==> src/sv/dual_background_pixel_update_assert.svh <==
// Assertion macros for the dual background pixel update block.
// Used by the top level only; needs clk_i and rst_ni in scope.
`ifndef DUAL_BACKGROUND_PIXEL_UPDATE_ASSERT_SVH
`define DUAL_BACKGROUND_PIXEL_UPDATE_ASSERT_SVH

// Condition in this cycle implies consequence in the next cycle.
`define DBPU_ASSERT_NEXT(lbl, cond, conseq) \
  lbl: assert property (@(posedge clk_i) disable iff (!rst_ni) (cond) |=> (conseq)) \
    else $error("dbpu assertion failed");

// Condition implies consequence in the same cycle.
`define DBPU_ASSERT_NOW(lbl, cond, conseq) \
  lbl: assert property (@(posedge clk_i) disable iff (!rst_ni) (cond) |-> (conseq)) \
    else $error("dbpu assertion failed");

`endif

==> src/sv/dbpu_pkg.sv <==
// Shared types, constants and helpers for the dual background pixel update.
// No dependencies.
`default_nettype none

package dbpu_pkg;

  localparam int unsigned PixW = 8;
  localparam int unsigned QW   = 16;
  localparam int unsigned WW   = 31;  // Q1.30 weight, max 1.0 = 2^30

  localparam logic [QW-1:0] Q15_ONE  = 16'h8000;
  localparam logic [WW-1:0] Q30_HALF = 31'h2000_0000;

  typedef enum logic [1:0] {
    CASE_DARK  = 2'd0,
    CASE_LIGHT = 2'd1,
    CASE_BOTH  = 2'd2
  } update_case_e;

  typedef enum logic [0:0] {
    REG_LEARN_RATE      = 1'b0,
    REG_LEARN_RATE_BOTH = 1'b1
  } cfg_idx_e;

  typedef struct packed {
    logic mul;  // product stage advances
    logic rnd;  // rounding stage advances
  } lane_en_t;

  // Clamp a Q1.15 value to 1.0.
  function automatic logic [QW-1:0] sat_q15(input logic [QW-1:0] v);
    return (v > Q15_ONE) ? Q15_ONE : v;
  endfunction

endpackage

`default_nettype wire

==> src/sv/dbpu_lane.sv <==
// One channel blend: product stage then round and clamp stage.
// Depends on dbpu_pkg.
`default_nettype none

module dbpu_lane (
  input  wire logic                       clk_i,
  input  wire logic                       rst_ni,
  input  wire dbpu_pkg::lane_en_t         en_i,
  input  wire logic [dbpu_pkg::PixW-1:0]  bg_i,
  input  wire logic [dbpu_pkg::PixW-1:0]  src_i,
  input  wire logic [dbpu_pkg::WW-1:0]    w_i,
  output logic      [dbpu_pkg::PixW-1:0]  res_o
);
  import dbpu_pkg::*;

  logic signed [PixW:0]   diff;
  logic signed [WW:0]     w_s;
  logic signed [40:0]     prod_d, prod_q;
  logic        [PixW-1:0] bg_q;
  logic signed [40:0]     acc;
  logic        [PixW-1:0] res_d, res_q;

  // bg*(1-w) + src*w == bg + (src-bg)*w
  assign diff   = $signed({1'b0, src_i}) - $signed({1'b0, bg_i});
  assign w_s    = $signed({1'b0, w_i});
  assign prod_d = diff * w_s;

  always_ff @(posedge clk_i or negedge rst_ni) begin
    if (!rst_ni) begin
      prod_q <= '0;
      bg_q   <= '0;
    end else if (en_i.mul) begin
      prod_q <= prod_d;
      bg_q   <= bg_i;
    end
  end

  assign acc   = $signed({3'b000, bg_q, 30'd0}) + prod_q + $signed({10'd0, Q30_HALF});
  assign res_d = (acc[40:38] != 3'd0) ? 8'hFF : acc[37:30];

  always_ff @(posedge clk_i or negedge rst_ni) begin
    if (!rst_ni) begin
      res_q <= '0;
    end else if (en_i.rnd) begin
      res_q <= res_d;
    end
  end

  assign res_o = res_q;

endmodule

`default_nettype wire

==> src/sv/dual_background_pixel_update.sv <==
// Top level of the dual background pixel update: case select, weight stage, six lanes.
// Depends on dbpu_pkg, dbpu_lane and dual_background_pixel_update_assert.svh.
//
//  channel  | signals                                 | direction
//  ---------+-----------------------------------------+----------
//  pixel in | in_valid_i / in_ready_o, src/light/dark | into block
//  result   | out_valid_o / out_ready_i, new_*, case  | out of block
//  config   | cfg_we_i, cfg_idx_i, cfg_data_i         | into block
//
// Four register stages: sums and case select, weight multiply, channel products,
// round and clamp. One pixel per cycle is sustained while out_ready_i is high.
// Each stage advances when empty or when the stage after it advances, so bubbles
// fill and a stall at the output holds every transaction in place.
// Reset clears valid bits and both rate registers.
`default_nettype none

module dual_background_pixel_update (
  input  wire logic        clk_i,
  input  wire logic        rst_ni,
  input  wire logic        cfg_we_i,
  input  wire logic [0:0]  cfg_idx_i,
  input  wire logic [15:0] cfg_data_i,
  input  wire logic        in_valid_i,
  output logic             in_ready_o,
  input  wire logic [7:0]  src_c0_i,
  input  wire logic [7:0]  src_c1_i,
  input  wire logic [7:0]  src_c2_i,
  input  wire logic [7:0]  light_c0_i,
  input  wire logic [7:0]  light_c1_i,
  input  wire logic [7:0]  light_c2_i,
  input  wire logic [7:0]  dark_c0_i,
  input  wire logic [7:0]  dark_c1_i,
  input  wire logic [7:0]  dark_c2_i,
  input  wire logic [15:0] fixed_weight_i,
  input  wire logic [15:0] hold_level_i,
  output logic             out_valid_o,
  input  wire logic        out_ready_i,
  output logic [7:0]       new_light_c0_o,
  output logic [7:0]       new_light_c1_o,
  output logic [7:0]       new_light_c2_o,
  output logic [7:0]       new_dark_c0_o,
  output logic [7:0]       new_dark_c1_o,
  output logic [7:0]       new_dark_c2_o,
  output logic [1:0]       update_case_o
);
  import dbpu_pkg::*;

  // Configuration
  logic [QW-1:0] learn_rate_q, learn_rate_both_q;

  always_ff @(posedge clk_i or negedge rst_ni) begin
    if (!rst_ni) begin
      learn_rate_q      <= '0;
      learn_rate_both_q <= '0;
    end else if (cfg_we_i) begin
      case (cfg_idx_e'(cfg_idx_i))
        REG_LEARN_RATE:      learn_rate_q      <= cfg_data_i;
        REG_LEARN_RATE_BOTH: learn_rate_both_q <= cfg_data_i;
        default: ;
      endcase
    end
  end

  // Stage enables and valid bits
  logic v1_q, v2_q, v3_q, v4_q;
  logic en1, en2, en3, en4;

  assign en4 = !v4_q || out_ready_i;
  assign en3 = !v3_q || en4;
  assign en2 = !v2_q || en3;
  assign en1 = !v1_q || en2;

  always_ff @(posedge clk_i or negedge rst_ni) begin
    if (!rst_ni) begin
      v1_q <= 1'b0;
      v2_q <= 1'b0;
      v3_q <= 1'b0;
      v4_q <= 1'b0;
    end else begin
      if (en1) v1_q <= in_valid_i;
      if (en2) v2_q <= v1_q;
      if (en3) v3_q <= v2_q;
      if (en4) v4_q <= v3_q;
    end
  end

  assign in_ready_o  = en1;
  assign out_valid_o = v4_q;

  // Stage 1: channel sums, case select, clamp Q1.15 inputs
  logic [PixW-1:0] src_in [3];
  logic [PixW-1:0] lt_in  [3];
  logic [PixW-1:0] dk_in  [3];
  logic [9:0]      ssum, lsum, dsum;
  update_case_e    case_d1;

  assign src_in[0] = src_c0_i;
  assign src_in[1] = src_c1_i;
  assign src_in[2] = src_c2_i;
  assign lt_in[0]  = light_c0_i;
  assign lt_in[1]  = light_c1_i;
  assign lt_in[2]  = light_c2_i;
  assign dk_in[0]  = dark_c0_i;
  assign dk_in[1]  = dark_c1_i;
  assign dk_in[2]  = dark_c2_i;

  assign ssum = 10'(src_c0_i) + 10'(src_c1_i) + 10'(src_c2_i);
  assign lsum = 10'(light_c0_i) + 10'(light_c1_i) + 10'(light_c2_i);
  assign dsum = 10'(dark_c0_i) + 10'(dark_c1_i) + 10'(dark_c2_i);

  always_comb begin
    if (ssum < dsum) begin
      case_d1 = CASE_DARK;
    end else if (ssum > lsum) begin
      case_d1 = CASE_LIGHT;
    end else begin
      case_d1 = CASE_BOTH;
    end
  end

  logic [PixW-1:0] src_q1 [3];
  logic [PixW-1:0] lt_q1  [3];
  logic [PixW-1:0] dk_q1  [3];
  logic [QW-1:0]   fw_q1, omh_q1;
  update_case_e    case_q1;

  always_ff @(posedge clk_i) begin
    if (en1) begin
      for (int i = 0; i < 3; i++) begin
        src_q1[i] <= src_in[i];
        lt_q1[i]  <= lt_in[i];
        dk_q1[i]  <= dk_in[i];
      end
      fw_q1   <= sat_q15(fixed_weight_i);
      omh_q1  <= Q15_ONE - sat_q15(hold_level_i);
      case_q1 <= case_d1;
    end
  end

  // Stage 2: derive the weight, route it to the side that moves
  logic [WW-1:0] wmul;
  logic [WW-1:0] wprim, wboth, wl_d2, wd_d2;

  // Product is at most 2^30, so it fits the Q1.30 weight.
  assign wmul  = WW'(omh_q1) * WW'(sat_q15(learn_rate_q));
  assign wprim = (fw_q1 != '0) ? {fw_q1, 15'd0} : wmul;
  assign wboth = {sat_q15(learn_rate_both_q), 15'd0};

  // A zero weight passes the background through unchanged.
  always_comb begin
    case (case_q1)
      CASE_DARK: begin
        wl_d2 = '0;
        wd_d2 = wprim;
      end
      CASE_LIGHT: begin
        wl_d2 = wprim;
        wd_d2 = '0;
      end
      default: begin
        wl_d2 = wboth;
        wd_d2 = wboth;
      end
    endcase
  end

  logic [PixW-1:0] src_q2 [3];
  logic [PixW-1:0] lt_q2  [3];
  logic [PixW-1:0] dk_q2  [3];
  logic [WW-1:0]   wl_q2, wd_q2;
  update_case_e    case_q2, case_q3, case_q4;

  always_ff @(posedge clk_i) begin
    if (en2) begin
      for (int i = 0; i < 3; i++) begin
        src_q2[i] <= src_q1[i];
        lt_q2[i]  <= lt_q1[i];
        dk_q2[i]  <= dk_q1[i];
      end
      wl_q2   <= wl_d2;
      wd_q2   <= wd_d2;
      case_q2 <= case_q1;
    end
  end

  always_ff @(posedge clk_i) begin
    if (en3) case_q3 <= case_q2;
    if (en4) case_q4 <= case_q3;
  end

  // Stages 3 and 4: per-channel product, then round and clamp
  lane_en_t        lane_en;
  logic [PixW-1:0] lt_res [3];
  logic [PixW-1:0] dk_res [3];

  assign lane_en.mul = en3;
  assign lane_en.rnd = en4;

  for (genvar g = 0; g < 3; g++) begin : g_ch
    dbpu_lane u_light (
      .clk_i  (clk_i),
      .rst_ni (rst_ni),
      .en_i   (lane_en),
      .bg_i   (lt_q2[g]),
      .src_i  (src_q2[g]),
      .w_i    (wl_q2),
      .res_o  (lt_res[g])
    );
    dbpu_lane u_dark (
      .clk_i  (clk_i),
      .rst_ni (rst_ni),
      .en_i   (lane_en),
      .bg_i   (dk_q2[g]),
      .src_i  (src_q2[g]),
      .w_i    (wd_q2),
      .res_o  (dk_res[g])
    );
  end

  assign new_light_c0_o = lt_res[0];
  assign new_light_c1_o = lt_res[1];
  assign new_light_c2_o = lt_res[2];
  assign new_dark_c0_o  = dk_res[0];
  assign new_dark_c1_o  = dk_res[1];
  assign new_dark_c2_o  = dk_res[2];
  assign update_case_o  = case_q4;

  // Checks
`include "dual_background_pixel_update_assert.svh"

  `DBPU_ASSERT_NEXT(a_accept_fills_s1, in_valid_i && in_ready_o, v1_q)
  `DBPU_ASSERT_NEXT(a_s2_stall_holds, v2_q && !en3, v2_q && $stable(wl_q2) && $stable(wd_q2))
  `DBPU_ASSERT_NOW(a_dark_keeps_light, v2_q && case_q2 == CASE_DARK, wl_q2 == '0)
  `DBPU_ASSERT_NOW(a_light_keeps_dark, v2_q && case_q2 == CASE_LIGHT, wd_q2 == '0)

endmodule

`default_nettype wire

==> config.mk <==
export PLATFORM = sky130hd
export DESIGN_NAME = dual_background_pixel_update
export DESIGN_NICKNAME = d
export VERILOG_FILES = /design/src/sv/dbpu_pkg.sv /design/src/sv/dbpu_lane.sv /design/src/sv/dual_background_pixel_update.sv
export VERILOG_INCLUDE_DIRS = /design/src /design/src/sv
export SDC_FILE = /design/constraint.sdc
export NUM_CORES = 2
export LEC_CHECK = 0
export ABC_AREA = 1
export BUFFER_PORTS_ARGS = -buffer_cell sky130_fd_sc_hd__buf_4
export CAP_MARGIN = 10
export CORE_UTILIZATION = 37
export CTS_BUF_LIST = sky130_fd_sc_hd__clkbuf_16
export DETAILED_ROUTE_END_ITERATION = 16
export SETUP_SLACK_MARGIN = 0.2
export SYNTH_ARGS = -nofsm -noshare
export SYNTH_HDL_FRONTEND = slang
export SYNTH_HIERARCHICAL = 1
export SYNTH_SLANG_ARGS = --single-unit
==> constraint.sdc <==
create_clock -name clk_i -period 15.3 [get_ports clk_i]
set_input_delay 1.53 -clock clk_i [delete_from_list [all_inputs] [get_ports clk_i]]
set_output_delay 1.53 -clock clk_i [all_outputs]
set_load 0.01 [all_outputs]
Yosys cells after proc, flatten, opt, wreduce, memory -nomap -nowiden --
Memory sizes are Yosys's and may differ from the RTL's. Cells that the tools add are included.
Operators by class: equality and inequality tests 1, $mul 7, muxes and demuxes 17, bitwise logic cells 1, $add $sub $neg 25, reduce and logical (&&, ||, !) cells 18, magnitude comparators 6
Operators with widths (number):
- adder 39 x 41 -> 41 bit | 6
- adder 41 x 31 -> 41 bit (second input constant) | 6
- multiplier 9 x 32 -> 41 bit | 6
- case mux 31 bit (2 select lines) | 2
- greater-than comparator 16 bit (second input constant) | 4
- subtractor 8 x 8 -> 9 bit | 6
- two-way mux 16 bit | 3
- two-way mux 8 bit | 6
- multiplier 16 x 16 -> 31 bit | 1
- two-way mux 31 bit | 1
- adder 9 x 8 -> 10 bit | 3
- adder 8 x 8 -> 9 bit | 3
- nonzero test 3 bit | 6
- nonzero test 16 bit | 1
- subtractor 16 bit (first input constant) | 1
- greater-than comparator 10 bit | 1
- < comparator 10 bit | 1
- zero test 1 bit | 4
- logical OR 1 bit | 4
- two-way mux 1 bit | 4
- AND reduction 2 bit | 2
- equality test 2 x 1 -> 1 bit (second input constant) | 1
- zero test 2 bit | 1
- two-way mux 2 bit | 1
- NOT 1 bit | 1
Storage, ports and cells: memories kept 6, register bits after elaboration 480, RAM bits 144, input port bits 126, output and inout bits 52, logic and storage cells 113
Memory list:
- dk_q1 | words 3, bits a word 8, read ports 3, clocked after Yosys merged registers in 0, wr ports 3, line dual_background_pixel_update.sv:123 | logic [PixW-1:0] dk_q1 [3];
- dk_q2 | words 3, bits a word 8, read ports 3, clocked after Yosys merged registers in 0, wr ports 3, line dual_background_pixel_update.sv:169 | logic [PixW-1:0] dk_q2 [3];
- lt_q1 | words 3, bits a word 8, read ports 3, clocked after Yosys merged registers in 0, wr ports 3, line dual_background_pixel_update.sv:122 | logic [PixW-1:0] lt_q1 [3];
- lt_q2 | words 3, bits a word 8, read ports 3, clocked after Yosys merged registers in 0, wr ports 3, line dual_background_pixel_update.sv:168 | logic [PixW-1:0] lt_q2 [3];
- src_q1 | words 3, bits a word 8, read ports 3, clocked after Yosys merged registers in 0, wr ports 3, line dual_background_pixel_update.sv:121 | logic [PixW-1:0] src_q1 [3];
- src_q2 | words 3, bits a word 8, read ports 3, clocked after Yosys merged registers in 0, wr ports 3, line dual_background_pixel_update.sv:167 | logic [PixW-1:0] src_q2 [3];

Depth between registers and ports, before layout --
depth after elaboration 7, gate-level depth with buffers 38, mapped depth without buffers 36

Modules after synthesis --
The synthesis kept the hierarchy.
By module, submodules not included:
- dual_background_pixel_update | area each 20941.3 µm², times used 1, cells an instance 2187, seq. area each 8287.9 µm²
- dbpu_lane at g_ch[0].u_light ... | area each 10293.6 µm², times used 2, cells an instance 1306, seq. area each 700.7 µm²
- dbpu_lane at g_ch[2].u_light | area each 10326.2 µm², times used 1, cells an instance 1315, seq. area each 700.7 µm²
- dbpu_lane at g_ch[1].u_light | area each 10316.1 µm², times used 1, cells an instance 1309, seq. area each 700.7 µm²
- dbpu_lane at g_ch[2].u_dark | area each 10253.6 µm², times used 1, cells an instance 1292, seq. area each 700.7 µm²
- dbpu_lane at g_ch[0].u_dark | area each 10246.1 µm², times used 1, cells an instance 1294, seq. area each 700.7 µm²

Least setup slack after synthesis --
OpenSTA, ideal clock, no wires.
path type input to output, start point input out_ready_i, end point output in_ready_o, data required time 13.770 ns, path buffers 0, data arrival time 4.707 ns, setup slack 9.063 ns, cell stages on the path 6, path through nor2_1 -> inv_1 -> nor2_1 -> inv_1 -> nor2_1 -> nand2_1
Between the ends: cells in the longest elaborated chain, start to end 4
Ends and longest elaborated chain:
- from (decl) | line dual_background_pixel_update.sv:37 | input wire logic out_ready_i,
- logical OR 1 bit | line dual_background_pixel_update.sv:68 | assign en4 = !v4_q || out_ready_i;
- via en4 | line dual_background_pixel_update.sv:66 | logic en1, en2, en3, en4;
- logical OR 1 bit | line dual_background_pixel_update.sv:69 | assign en3 = !v3_q || en4;
- via en3 | line dual_background_pixel_update.sv:66
- logical OR 1 bit | line dual_background_pixel_update.sv:70 | assign en2 = !v2_q || en3;
- logical OR 1 bit | line dual_background_pixel_update.sv:71 | assign en1 = !v1_q || en2;
- to (decl) | line dual_background_pixel_update.sv:24 | output logic in_ready_o,
The timed path passes the listed nets, and every way through them passes these cells.

Worst setup path in the final report --
start point register learn_rate_q[9], end point register wd_q2[17] (data pin)
Between the ends: cells in the longest elaborated chain, start to end 5
Ends and longest elaborated chain:
- from (decl) | line dual_background_pixel_update.sv:49 | logic [QW-1:0] learn_rate_q, learn_rate_both_q;
- from (signal assigned) | line dual_background_pixel_update.sv:57 | REG_LEARN_RATE: learn_rate_q <= cfg_data_i;
- greater-than comparator 16 bit | line dbpu_pkg.sv:32 | return (v > Q15_ONE) ? Q15_ONE : v;
- two-way mux 16 bit (*) | line dbpu_pkg.sv:32
- multiplier 16 x 16 -> 31 bit (*) | line dual_background_pixel_update.sv:145 | assign wmul = WW'(omh_q1) * WW'(sat_q15(learn_rate_q));
- two-way mux 31 bit (*) | line dual_background_pixel_update.sv:146 | assign wprim = (fw_q1 != '0) ? {fw_q1, 15'd0} : wmul;
- case mux 31 bit (2 select lines) (*) | line dual_background_pixel_update.sv:151 | case (case_q1)
- via wd_d2[17] | line dual_background_pixel_update.sv:142 | logic [WW-1:0] wprim, wboth, wl_d2, wd_d2;
- to (signal assigned) | line dual_background_pixel_update.sv:181 | wd_q2 <= wd_d2;
- to (decl) | line dual_background_pixel_update.sv:170 | logic [WW-1:0] wl_q2, wd_q2;
The timed path passes the listed nets; every way through them passes the cells marked *. A chain may end at the register's enable or synchronous reset.

==> results.yml <==
critical_path:
  reg2reg_to: "wd_q2[17]"
  r2r_start: "learn_rate_q[9]"
  path_class: "flop to flop"
  reg2reg_depth: 27
  rrSetupSlack_ps: 8040
  cp-start-kind: "flop"
  required_ps: 15750
  crit_fanout: 13
  arrival_ps: 7710
  critPathCaptureType: "flop"
routing:
  drtAntennaViolNets: 0
  drc: 0
  drt_iter0_drc: 4584
  drt_first_pass_iters: 6
  via_per_inst: 5.118
  num_vias: 67154
  wl_per_cell_um: 19.43
  wirelength_mm: 255.0
min_path:
  hold_end: "dk_q2[0][5]"
  hold_class: "flop to flop"
  holdPathStages: 0
  min_from: "dk_q1[0][5]"
synth:
  yosysTopAreaCell: "fa_1"
  synth_common_cells: "nand2_1 (2157), inv_1 (1774), nor2_1 (1536)"
  syn-cell-area_um2: 82670
  synth-edff-count: 246
  yosysWarnings: 6
  synth-async-reset-ratio_pct: 45.33
  synthFlopType: "edfxtp_1"
  yosysMostFrequentCell: "nand2_1"
  synth.area.top_cells: "fa_1 (35%), ha_1 (12%), nand2_1 (9.8%)"
  syn_avg_cell_area_um2: 8.260
  synth_cell_type_count: 52
  syn_nets: 12392
  yosysSeqAreaShare_pct: 15.11
  synth_cells: 10009
  synth-seq-cells: 450
  yosysTopAreaCellShare_pct: 35.11
grt:
  use_met2_pct: 37.96
  grt_first_pass_wirelength_mm: 403.2
  met1_usage_pct: 29.72
  use_met3_pct: 3.894
  globalRouteTotalUtil_pct: 23.05
  grt_pass1_vias: 70198
  antenna_found_initial: 8
  grt_start_max_net_pins: 71
  top_usage_layer: "met2"
  grt_overflow_total: 0
place:
  gp_congestion: 0.9371
  portBuffers: 177
  dp_hpwl_mm: 207.2
cts:
  clock-sinks: 450
  cts_tree: "built"
  cts_buffers: 55
  cts_setup_buffers: 0
  cts.clk_slew.worst_paths_ps: 80
  clk_latency_ps: 730
  cts-htree-levels: 2
  clock-root-buffer: "clkbuf_16"
  ctsResizeCount: 0
  cts_buffer_depth: 3
  hold_buffers: 0
cells_and_area:
  synthToLayoutAreaGrowth_pct: 7.713
  drive_above_1_share_pct: 5.077
  layout.nets: 12479
sta:
  rsz0062_at_grt: "false"
  final-max-slew-violation-count: 0
  fmax_ghz: 0.1377
  period_share_pct: 47.45
  timing_worst_slew_pin_value_ps: 1325
  finalHoldViolCount: 0
  tns_ps: 0
  slew_headroom_pct: 11.68
  skew_ps: 35.46
  setup_viol: 0
  period_needed_ps: 7260
run_status:
  outcome: "finished clean"
die:
  die_h_um: 474.7
  start_util_pct: 37.22
  num_rows: 173
  core_area_um2: 222100
  die_w_um: 474.7
  die_area_um2: 225300
  io_pins: 178
run:
  drv_cap: 0
area by class of cell:
type,count,area [µm²]
fill,22695,133000
multi-input combinational,7527,62190
sequential,450,12490
inverter,1792,6750
tap,2975,3722
timing repair buffer,270,2034
clock buffer,56,1401
clock inverter,48,452.9
antenna,3,7.507
cell usage in the layout (no fill, tap or decap), types with 43 or more instances in the layout:
cell,synthesis,final
nand2_1,2157,2156
inv_1,1774,1776
nor2_1,1536,1536
fa_1,1450,1450
ha_1,807,807
a21oi_1,368,368
nand3_1,334,334
o21ai_0,285,285
buf_4,3,269
edfxtp_1,246,246
dfrtp_1,204,204
nor3_1,64,64
xor2_1,59,59
nand4_1,56,56
clkbuf_16,0,56
or2_2,49,49
nor2_2,43,43
logic make-up after synthesis:
| group | share of synthesized area [%] |
|---|---|
| adders and majority gates | 47.33 |
| DFF | 15.11 |
| buffers and inverters | 9.677 |
| xor gates and xnor gates | 0.9429 |
| AOI/OAI and AO/OA | 5.887 |
| and+or+nand+nor | 21.06 |
worst max path at each step:
stage                     cells after the start             from                         to
after floorplan                               6      out_ready_i                 in_ready_o
after detailed placement                     27  learn_rate_q[8]                  wd_q2[17]
final                                        27  learn_rate_q[9]                  wd_q2[17]
after CTS                                    27  learn_rate_q[8]                  wd_q2[17]
after global routing                         27     src_q2[0][1]  g_ch[0].u_dark/prod_q[36]
after global placement                       27  learn_rate_q[8]                  wl_q2[17]
metal layers:
| layer | share of wire, % | routed length (µm) |
|---|---|---|
| met5 | 0 | 0 |
| met4 | 4.8 | 12360 |
| met3 | 6.9 | 17710 |
| met2 | 47 | 119200 |
| met1 | 41 | 105700 |
sequential cells by signal, indices dropped and copies added (netlist names), 2 cells and up:
name and flops:
case_q1 2, case_q2 2, case_q3 2, dk_q1 24, dk_q2 24, fw_q1 16
g_ch.u_dark/bg_q 24, g_ch.u_dark/prod_q 36, g_ch.u_dark/res_o 24, g_ch.u_light/bg_q 24, g_ch.u_light/prod_q 36, g_ch.u_light/res_o 24
learn_rate_both_q 16, learn_rate_q 16, lt_q1 24, lt_q2 24, omh_q1 16, src_q1 24
src_q2 24, update_case_o 2, wd_q2 31, wl_q2 31
worst max-delay path, cell delays in order, from the launching register on:
cell      delay (ps)
dfrtp_1          410
or4_1            500
nor2_1           110
nand3_1           90
nand2_2          270
nand2_1          230
inv_1            370
nand2_1          140
fa_1             530
fa_1             580
fa_1             450
fa_1             550
inv_1             50
fa_1             470
inv_1             50
fa_1             470
inv_1             40
ha_1             330
nand2_1          130
inv_1             50
a21oi_1          310
nand3_1          250
nand2_1          140
inv_1             50
o21bai_1         110
nand3_1          120
nand3_1          120
nand2_1           60
metrics by stage:
| stage | utilization [%] | worst slack (ps) | hold slack (ps) | cells | cell area, µm² |
|---|---|---|---|---|---|
| 6_report | 40.10 | 8040 | 411.5 | 13121 | 89050 |
| 3_5_place_dp | 39.26 | 8011 | 404.5 | 13014 | 87180 |
| 5_1_grt | 40.09 | 7570 | 419.7 | 13119 | 89040 |
| 3_3_place_gp | 39.26 | 7977 | 404.3 | 13014 | 87180 |
| 4_1_cts | 40.09 | 7979 | 411.7 | 13118 | 89040 |
| 2_1_floorplan | - | 9063 | 400.3 | 10009 | 82670 |
Power is left out: the tool's default activity adds up to more than one toggle a clock period on the data nets, which glitch-free logic cannot reach.
